===== config.mk =====
export PLATFORM = sky130hd
export DESIGN_NAME = chirp_symbol_fec_interleaver
export DESIGN_NICKNAME = d
export VERILOG_FILES = /design/src/rtl/cfsi_pkg.sv /design/src/rtl/cfsi_symbol_map.sv /design/src/rtl/chirp_symbol_fec_interleaver.sv
export SDC_FILE = /design/constraint.sdc
export NUM_CORES = 1
export LEC_CHECK = 0
export BUFFER_PORTS_ARGS = -buffer_cell sky130_fd_sc_hd__clkbuf_2
export CORE_MARGIN = 2
export CORE_UTILIZATION = 30
export CTS_CLUSTER_DIAMETER = 100
export DETAILED_ROUTE_END_ITERATION = 8
export GPL_TIMING_DRIVEN = 0
export MAX_ROUTING_LAYER = met4
export PLACE_DENSITY = 0.41
export SYNTH_ARGS = -nofsm -noshare
export SYNTH_HDL_FRONTEND = slang
export SYNTH_SLANG_ARGS = --single-unit

===== constraint.sdc =====
create_clock -name clk -period 17.8 [get_ports clk]
set_input_delay 0.89 -clock clk [delete_from_list [all_inputs] [get_ports clk]]
set_output_delay 0.89 -clock clk [all_outputs]
set_load 0.03 [all_outputs]

===== src/rtl/cfsi_pkg.sv =====
// Shared constants, types and coding functions for the chirp symbol FEC interleaver.
`default_nettype none
package cfsi_pkg;

  localparam int DEF_MAX_SF = 12;
  localparam int SF_MIN     = 6;
  localparam int NCOL       = 8;

  // configuration register indexes
  localparam logic [1:0] CFG_SF  = 2'd0;
  localparam logic [1:0] CFG_CR  = 2'd1;
  localparam logic [1:0] CFG_LDR = 2'd2;

  // coding rates
  localparam logic [2:0] RATE_1 = 3'd1;
  localparam logic [2:0] RATE_2 = 3'd2;
  localparam logic [2:0] RATE_3 = 3'd3;
  localparam logic [2:0] RATE_4 = 3'd4;

  // parity masks
  localparam logic [3:0] MASK_P1 = 4'h0D;
  localparam logic [3:0] MASK_P2 = 4'h0B;
  localparam logic [3:0] MASK_P3 = 4'h07;
  localparam logic [3:0] MASK_P4 = 4'h0F;
  localparam logic [3:0] MASK_P5 = 4'h0E;

  typedef struct packed {
    logic [3:0] sf;    // saturated spreading factor
    logic [3:0] ppm;   // bits per symbol used by this block
    logic       quad;  // reduced-rate mapping: s*4+1
  } map_ctl_t;

  function automatic logic par4(input logic [3:0] d, input logic [3:0] mask);
    return ^(d & mask);
  endfunction

  function automatic logic [7:0] make_codeword(input logic [3:0] d, input logic [2:0] rate);
    logic p1, p2, p3, p4, p5;
    logic [7:0] cw;
    p1 = par4(d, MASK_P1);
    p2 = par4(d, MASK_P2);
    p3 = par4(d, MASK_P3);
    p4 = par4(d, MASK_P4);
    p5 = par4(d, MASK_P5);
    unique case (rate)
      RATE_1:  cw = {3'b000, p4, d};
      RATE_2:  cw = {2'b00, p5, p3, d};
      RATE_3:  cw = {1'b0, p2, p5, p3, d};
      default: cw = {p1, p2, p5, p3, d};
    endcase
    return cw;
  endfunction

endpackage
`default_nettype wire


===== src/rtl/cfsi_symbol_map.sv =====
// Column to symbol mapping: diagonal rotation, inverse Gray decode, symbol offset.
`default_nettype none
module cfsi_symbol_map #(
  parameter int MAX_SF = cfsi_pkg::DEF_MAX_SF
) (
  input  wire logic [MAX_SF-1:0] col,
  input  wire logic [2:0]        idx,
  input  wire cfsi_pkg::map_ctl_t ctl,
  output logic      [MAX_SF-1:0] sym
);
  import cfsi_pkg::*;

  localparam int W2 = 2 * MAX_SF;

  logic [MAX_SF:0]   ppm_mask;
  logic [MAX_SF:0]   sf_mask;
  logic [MAX_SF-1:0] v;
  logic [3:0]        im;
  logic [3:0]        rot;
  logic [W2-1:0]     shl;
  logic [W2-1:0]     shr;
  logic [MAX_SF-1:0] rv;
  logic [MAX_SF-1:0] gd;
  logic [MAX_SF+1:0] mapped;

  always_comb begin
    ppm_mask = ({{MAX_SF{1'b0}}, 1'b1} << ctl.ppm) - {{MAX_SF{1'b0}}, 1'b1};
    sf_mask  = ({{MAX_SF{1'b0}}, 1'b1} << ctl.sf) - {{MAX_SF{1'b0}}, 1'b1};
    v        = col & ppm_mask[MAX_SF-1:0];
    // index mod ppm; ppm is at least 4 and idx below 8
    im  = ({1'b0, idx} >= ctl.ppm) ? ({1'b0, idx} - ctl.ppm) : {1'b0, idx};
    rot = (im == 4'd0) ? 4'd0 : (ctl.ppm - im);
    shl = {{MAX_SF{1'b0}}, v} << rot;
    shr = {{MAX_SF{1'b0}}, v} >> (ctl.ppm - rot);
    rv  = (shl[MAX_SF-1:0] | shr[MAX_SF-1:0]) & ppm_mask[MAX_SF-1:0];
    // inverse Gray: each bit is the XOR of itself and all bits above
    for (int k = 0; k < MAX_SF; k++) begin
      gd[k] = ^(rv >> k);
    end
    if (ctl.quad) begin
      mapped = {gd, 2'b01};
    end else begin
      mapped = {2'b00, gd} + {{(MAX_SF+1){1'b0}}, 1'b1};
    end
    sym = mapped[MAX_SF-1:0] & sf_mask[MAX_SF-1:0];
  end

endmodule
`default_nettype wire


===== src/rtl/chirp_symbol_fec_interleaver.sv =====
// Top level: nibble encoder, column interleaver, block emit buffer and output register.
// Path: the nibble that closes a block goes into the emit buffer; its symbols then leave through
// the output register, one per cycle while out_stall is low (8 for a first block, else cr+4).
// Throughput: one nibble per cycle, set by the single column update per cycle; input
// stalls only when a nibble may close a block while the emit buffer still holds the last.
// Reset (rst, synchronous): config to SF 7 / CR 1 / LDR 0, columns and counters cleared.
`default_nettype none
module chirp_symbol_fec_interleaver #(
  parameter int MAX_SF = cfsi_pkg::DEF_MAX_SF
) (
  input  wire logic              clk,
  input  wire logic              rst,
  input  wire logic              cfg_valid,
  output logic                   cfg_ready,
  input  wire logic [1:0]        cfg_index,
  input  wire logic [3:0]        cfg_data,
  input  wire logic              in_valid,
  output logic                   in_stall,
  input  wire logic [3:0]        nibble,
  input  wire logic              packet_start,
  output logic                   out_valid,
  input  wire logic              out_stall,
  output logic      [MAX_SF-1:0] symbol,
  output logic                   last_of_block
);
  import cfsi_pkg::*;

  // configuration
  logic [3:0] sf_reg;
  logic [2:0] cr_reg;
  logic       ldr_reg;
  logic [3:0] sf_sat;
  logic [2:0] rate_sat;

  // interleaver state
  logic [MAX_SF-1:0] col [NCOL];
  logic [MAX_SF-1:0] col_next [NCOL];
  logic [3:0]        wib;
  logic              fbd;

  // emit buffer
  logic [MAX_SF-1:0] ecol [NCOL];
  logic [3:0]        ebpw;
  map_ctl_t          ectl;
  logic [2:0]        eidx;
  logic              ebusy;

  logic       first_st;
  logic [3:0] ppm_st;
  logic       first_eff;
  logic [3:0] ppm_eff;
  logic [3:0] bpw_eff;
  logic [3:0] wib_eff;
  logic [3:0] wib_inc;
  logic [7:0] cw;
  logic       accept;
  logic       blk_done;
  logic       out_load;
  logic [MAX_SF-1:0] map_sym;

  assign cfg_ready = 1'b1;

  always_comb begin
    priority if (sf_reg < 4'(SF_MIN)) begin
      sf_sat = 4'(SF_MIN);
    end else if (sf_reg > 4'(MAX_SF)) begin
      sf_sat = 4'(MAX_SF);
    end else begin
      sf_sat = sf_reg;
    end
    priority if (cr_reg < RATE_1) begin
      rate_sat = RATE_1;
    end else if (cr_reg > RATE_4) begin
      rate_sat = RATE_4;
    end else begin
      rate_sat = cr_reg;
    end
  end

  always_comb begin
    first_st  = !fbd;
    ppm_st    = (first_st || ldr_reg) ? (sf_sat - 4'd2) : sf_sat;
    // a new packet never closes a block on its first word, so state values suffice
    in_stall  = ebusy && ((wib + 4'd1) >= ppm_st);
    first_eff = packet_start || !fbd;
    ppm_eff   = (first_eff || ldr_reg) ? (sf_sat - 4'd2) : sf_sat;
    bpw_eff   = first_eff ? 4'd8 : ({1'b0, rate_sat} + 4'd4);
    wib_eff   = packet_start ? 4'd0 : wib;
    wib_inc   = wib_eff + 4'd1;
    cw        = make_codeword(nibble, first_eff ? RATE_4 : rate_sat);
    accept    = in_valid && !in_stall;
    blk_done  = wib_inc >= ppm_eff;
    for (int x = 0; x < NCOL; x++) begin
      for (int j = 0; j < MAX_SF; j++) begin
        col_next[x][j] = (col[x][j] && !packet_start) ||
                         (cw[x] && (4'(x) < bpw_eff) && (wib_eff == 4'(j)));
      end
    end
    out_load = ebusy && (!out_valid || !out_stall);
  end

  cfsi_symbol_map #(
    .MAX_SF(MAX_SF)
  ) u_map (
    .col(ecol[eidx]),
    .idx(eidx),
    .ctl(ectl),
    .sym(map_sym)
  );

  always_ff @(posedge clk) begin
    if (rst) begin
      sf_reg    <= 4'd7;
      cr_reg    <= RATE_1;
      ldr_reg   <= 1'b0;
      wib       <= 4'd0;
      fbd       <= 1'b0;
      ebusy     <= 1'b0;
      eidx      <= 3'd0;
      out_valid <= 1'b0;
      for (int x = 0; x < NCOL; x++) begin
        col[x] <= '0;
      end
    end else begin
      if (cfg_valid && cfg_ready) begin
        unique case (cfg_index)
          CFG_SF:  sf_reg  <= cfg_data;
          CFG_CR:  cr_reg  <= cfg_data[2:0];
          CFG_LDR: ldr_reg <= cfg_data[0];
          default: ;
        endcase
      end

      if (accept) begin
        if (blk_done) begin
          for (int x = 0; x < NCOL; x++) begin
            col[x]  <= '0;
            ecol[x] <= col_next[x];
          end
          wib       <= 4'd0;
          fbd       <= 1'b1;
          ebusy     <= 1'b1;
          eidx      <= 3'd0;
          ebpw      <= bpw_eff;
          ectl.sf   <= sf_sat;
          ectl.ppm  <= ppm_eff;
          ectl.quad <= first_eff || ldr_reg;
        end else begin
          for (int x = 0; x < NCOL; x++) begin
            col[x] <= col_next[x];
          end
          wib <= wib_inc;
          fbd <= fbd && !packet_start;
        end
      end

      if (out_load) begin
        out_valid     <= 1'b1;
        symbol        <= map_sym;
        last_of_block <= (({1'b0, eidx} + 4'd1) == ebpw);
        if (({1'b0, eidx} + 4'd1) == ebpw) begin
          ebusy <= 1'b0;
        end else begin
          eidx <= eidx + 3'd1;
        end
      end else if (!out_stall) begin
        out_valid <= 1'b0;
      end
    end
  end

`ifndef SYNTHESIS
  // a block never closes while the previous one is still being emitted
  a_no_overrun: assert property (@(posedge clk) disable iff (rst)
    (accept && blk_done) |-> !ebusy)
    else $error("block closed while emit buffer busy");

  a_idx_range: assert property (@(posedge clk) disable iff (rst)
    ebusy |-> (({1'b0, eidx} + 4'd1) <= ebpw))
    else $error("emit index past block width");

  a_wib_bound: assert property (@(posedge clk) disable iff (rst)
    wib < 4'(MAX_SF))
    else $error("word count past block size");

  a_busy_src: assert property (@(posedge clk) disable iff (rst)
    $rose(ebusy) |-> $past(accept && blk_done))
    else $error("emit started without a closed block");
`endif

endmodule
`default_nettype wire


### After elaboration in Yosys (flattened, before gate mapping)

Memories as Yosys holds them, arrays and structs flattened. A register that Yosys moved wholly into a read port is not among the register bits.
Index checks and enable logic that the tools add are counted.

* RAM bits: 192
* memories kept: 2
* input port bits: 16
* register bits after elaboration: 44
* logic and storage cells: 472

Memories
* col: depth 8, width 12, rd ports 8, clocked after memory_dff 0, wr ports 8, RTL line chirp_symbol_fec_interleaver.sv:36 `logic [MAX_SF-1:0] col [NCOL];`
* ecol: depth 8, width 12, rd ports 1, clocked after memory_dff 1, wr ports 8, RTL line chirp_symbol_fec_interleaver.sv:42 `logic [MAX_SF-1:0] ecol [NCOL];`

* equality and inequality tests: 18
* $add $sub $neg: 12
* shifts and indexed selects: 4
* reductions and logical operators: 334
* order comparisons: 15
* mux-type cells: 52
* bitwise operators: 21

Operator list (number)
* logical AND 1 bit: 204
* two-way mux 12 bit: 17
* parity 12 bit: 12
* logical OR 1 bit: 100
* bitwise AND 12 bit: 3
* two-way mux 4 bit: 9
* two-way mux 3 bit: 8
* one-hot mux 8 bit (3 select lines): 1
* << shifter 1 x 4 -> 12 bit (first input constant): 2
* subtractor 12 x 1 -> 12 bit (second input constant): 2
* parity 4 bit: 5
* two-way mux 1 bit: 17
* equality test 4 x 3 -> 1 bit (second input constant): 4
* equality test 4 bit (second input constant): 4
* < comparator 3 x 4 -> 1 bit (first input constant): 4
* bitwise OR 1 bit: 16
* adder 12 x 1 -> 12 bit (second input constant): 1
* bitwise OR 12 bit: 1
* << shifter 12 x 4 -> 12 bit: 1
* right shift 12 x 4 -> 12 bit: 1
* adder 4 x 1 -> 4 bit (second input constant): 2
* equality test 4 x 2 -> 1 bit (second input constant): 2
* greater-or-equal comparator 4 bit: 2
* logical NOT 4 bit: 2
* 25 further kinds: 36

### Depth between registers and ports, before layout

* depth after elaboration: 14
* depth in mapped cells: 31
* depth with buffers taken out: 29

### Hierarchy

From an unflattened synthesis, not the netlist that was laid out.

* cell total of the unflattened synthesis: 1174
* area total of the unflattened synthesis: 13924.6 sq um

Modules (own cells, without submodules)
* chirp_symbol_fec_interleaver: times used 1, sequential area each 6756.5 sq um, cells each 716, area each 10721.5 sq um
* cfsi_symbol_map: times used 1, sequential area each 0.0 sq um, cells each 458, area each 3203.1 sq um

### Worst setup path before layout

Ideal clock, no wire load.

* path kind: register -> register
* start point: register ectl[5] (netlist name)
* end point: register symbol[8], data pin
* clock period less this slack: 7.548 ns
* stages on the path, launching flop included: 27
* path buffers: 3
* slack: 10.252 ns
* library setup time: 0.180 ns
* arrival time: 7.368 ns
* cell sequence: edfxtp_1 > buf_2 > clkbuf_1 > inv_1 > ha_1 > a211oi_2 > nor2_2 > mux2_2 > fa_1 > nor3_1 > inv_1 > fa_1 > xor2_1 > clkbuf_1 > mux4_2 > a211oi_1 > o21ai_0 > nand2_1 > xnor2_1 > xnor3_2 > xor2_2 > xnor2_1 > ha_1 > inv_1 > or4_4 > a21o_1 > a221oi_1

* word-level cells in the longest chain between the ends: 3

RTL lines
* from (decl): RTL line chirp_symbol_fec_interleaver.sv:44 `map_ctl_t ectl;`
* << shifter 1 x 4 -> 12 bit: RTL line cfsi_symbol_map.sv:28 `sf_mask = ({{MAX_SF{1'b0}}, 1'b1} << ctl.sf) - {{MAX_SF{1'b0}}, 1'b1};`
* subtractor 12 x 1 -> 12 bit: RTL line cfsi_symbol_map.sv:28
* bitwise AND 12 bit: RTL line cfsi_symbol_map.sv:45 `sym = mapped[MAX_SF-1:0] & sf_mask[MAX_SF-1:0];`
* net map_sym[8]: RTL line chirp_symbol_fec_interleaver.sv:59 `logic [MAX_SF-1:0] map_sym;`
* to (signal assigned): RTL line chirp_symbol_fec_interleaver.sv:159 `symbol <= map_sym;`
* to (decl): RTL line chirp_symbol_fec_interleaver.sv:23 `output logic [MAX_SF-1:0] symbol,`

The timed path passes the listed nets, and every way through them passes these cells.
A chain may end at the register's enable or synchronous reset.

### Worst setup path in the final report

Ends and elaborated chain as after synthesis.

==> summary.md <==
| Metric | Value |
|---|---|
| Final Hold Fails | 0 |
| Flops & latches, synth | 235 |
| EDFF count, synth | 205 |
| Final slew viol count | 0 |
| Compound-Gate Fraction of Synth Area | 17.87% |
| Yosys cell types | 85 |
| Final net count | 1,316 |
| Die Y | 214.9 um |
| Critical path's slowest cell | nor3_1 |
| Critical path required time | 18.18 ns |
| Largest net degree at the start of global routing | 46 |
| Post-CTS sizing | 0 |
| DIE WIDTH | 214.9 um |
| Status | finished clean |
| IO Pins | 32 |
| Fillers | 4,499 |
| CP startpoint kind | flop |
| Port buffer count | 29 |
| Layout Skew | 0.01693 ns |
| Critical Path End Type | flop |
| CP most frequent cell | inv_1 |
| Switching Fraction | 25.15% |
| Synth area leader | edfxtp_1 |
| Initial core utilization | 30.30% |
| Final setup violation count | 0 |
| TritonCTS Buffers | 29 |
| WL/cell | 23.45 um |
| CP Class | flop to flop |
| Row count | 77 |
| Mapped Cells | 1,205 |
| Post-synthesis xor/xnor area fraction | 3.733% |
| Internal power | 1.019 mW |
| Seq pwr share | 45.6% |
| Synthesized area per cell | 11.07 sq um |
| DRC | 0 |
| Period Utilization, post-route | 56.10% |
| Die ar. | 46,170 sq um |
| TritonCTS clock tree | done |
| Gr ovfl total | 0 |
| Initial antenna violation count | 0 |
| Layout Area Growth over Synthesis | 14.86% |
| Dpl hpwl | 31.55 mm |
| Comb pwr share | 11.0% |
| Register area share after synthesis | 50.65% |
| Place WS | 7.904 ns |
| Number of vias per cell | 5.219 |
| Synth Area in Simple Gates | 15.14% |
| Actual slew at the worst max-slew pin | 1.283 ns |
| Global-route wire length before repair | 65.52 mm |
| Yosys warns | 0 |
| RSZ-0062 raised after global routing | false |
| Clock root cell | clkbuf_16 |
| Final Instance Area | 15,320 sq um |
| Fin Hold WS | 0.4904 ns |
| Slew Limit Headroom | 13.37% |
| Ranking of synthesized cells by area | edfxtp_1, mux2i_1, nor2b_1 |
| Psw | 0.3425 mW |
| Setup ws final | 7.815 ns |
| Vias in the first global route | 9,732 |
| Setup TNS | 0 ns |
| Regs by FF count | col: 96 flops, ecol: 96 flops, symbol: 12 flops |
| Total Wirelength | 44.21 mm |
| Max FO, Critical Path | 10 |
| Leak | 5.415 nW |
| Largest stage delay, worst path | 0.82 ns |
| Tot GR Track Use | 19.49% |
| Layout cells sized above 1 | 10.90% |
| H-tree depth | 1 |
| Tmin final | 9.985 ns |
| Max Root-Sink Buffers | 3 |
| Total chip power | 1.362 mW |
| Peak VDD IR | 0.07381 mV |
| Diodes inserted | 0 |
| Iteration-0 DRC Markers | 653 |
| Core area | 44,030 sq um |
| Clock latency at the later pin of the worst-skew pair | 0.57 ns |
| Post-synth ARST share | 0% |
| Fmax | 100.1 MHz |
| Cts hold-fix bufs | 0 |
| Pre-antenna DRT Iters | 4 |
| Vias | 9,838 |
| Final GP Congestion | 0.8912 |
| ANT nets after route | 0 |
| Worst Path Arrival | 10.37 ns |
| Synth Net Count | 1,251 |
| Synth Area in Adders | 2.983% |
| Max Cap Viol | 0 |
| PwrDens | 88.87 nW/um^2 |
| Largest family of logic cells by synthesized area | compound AO/OA/AOI/OAI gates |
| Min-delay worst type | flop to flop |
| Reg clk slew, reported paths | 0.06 ns |
| Prevailing post-synth register cell | edfxtp_1 |
| Share of synthesized area spent on multiplexers | 5.928% |
| Clock sink count | 235 |
| Post-CTS Setup Inserts | 0 |
| Post-placement cell area | 14,360 sq um |
| Power share of the clock group | 43.4% |
| Mapped Area | 13,340 sq um |
| Yosys top cell area share | 46.15% |
power by group through the flow:
stage	combinational (mW)	sequential, mW	clock [mW]
global placement	0.149	0.634	0
floorplan	0.0996	0.633	0
global route	0.163	0.623	0.625
CTS	0.150	0.621	0.606
finish	0.149	0.621	0.591
detailed placement	0.149	0.633	0
path summary, 6_finish.rpt:
path             start         to  slack, ns  depth (start not counted)
max            ectl[5]  symbol[8]       7.81                         27
min          col[0][7]  col[0][7]       0.49                          2
max reg2reg    ectl[5]  symbol[8]       7.81                         27
min reg2reg  col[0][7]  col[0][7]       0.49                          2
kinds of logic (layout without fill, tap and decap cells):
kind of cell	count (synthesis)	in the layout
XOR/XNOR	48	48
multiplexers	74	74
buffers and inverters	119	207
adder cells (fa/ha/maj)	30	30
AND/OR/NAND/NOR	382	382
AO/OA/AOI/OAI	316	316
flip-flops	235	235
other	1	1
layer usage:
metal	part of all wire [%]	up-vias	wire [um]	GRT usage (%)
met4	2.6	0	1146	5.208
met3	4.3	66	1901	2.689
met2	49	212	21460	32.30
met5	0	-	0	-
met1	45	4893	19700	25.00
li1	-	4667	-	-
critical path, delay by kind of cell, from the launching register on:
| family | cells | cell delay [ns] |
|---|---|---|
| buffers and inverters | 6 | 1.97 |
| flip-flops | 1 | 0.43 |
| XOR/XNOR | 3 | 1.09 |
| adder cells (fa/ha/maj) | 4 | 1.74 |
| AO/OA/AOI/OAI | 7 | 1.66 |
| multiplexers | 2 | 0.77 |
| AND/OR/NAND/NOR | 5 | 2.13 |
area by class of cell:
class	instances	area (sq um)	area share, %
timing repair buffer	34	260.3	1.699
tap	592	740.7	4.834
inverter	41	156.4	1.021
clock inverter	10	93.84	0.6124
buffer	78	336.6	2.197
multi-input combinational	851	6106	39.85
clock buffer	44	872.1	5.692
sequential	235	6756	44.10
through the flow:
step / instances / util [%]
after floorplan: 1205 / -
after global placement: 1826 / 32.31
after detailed placement: 1831 / 32.61
after CTS: 1885 / 34.80
after global routing: 1885 / 34.80
final: 1885 / 34.80
layout by cell type (no fill, tap or decap), drive strengths merged, types with 22 or more instances in the layout:
master,count
edfxtp,205
clkbuf,131
nor2b,97
nor2,85
nand2,70
mux2i,61
a21oi,57
a22o,52
o2bb2ai,48
inv,43
o21ai,37
dfxtp,30
ha,27
buf,25
xnor2,24
xor2,22
cell usage after synthesis (8+ instances only):
library cell and number:
xnor2_1 23, o211ai_1 9, o2bb2ai_1 48, ha_1 27, a22oi_1 18, a31oi_1 8
clkbuf_1 58, mux2i_1 61, mux2_2 10, and2_1 18, a21o_1 11, buf_2 11
nor2_1 84, nand2b_1 15, nor3b_1 16, xor2_1 18, nor3_1 18, nor2b_1 97
o21ai_0 33, nand2_1 70, a21oi_1 57, edfxtp_1 205, nand3_1 17, dfxtp_1 30
o31ai_1 8, inv_1 39, a22o_1 52
No activity file was read; power rests on OpenSTA's default activity.
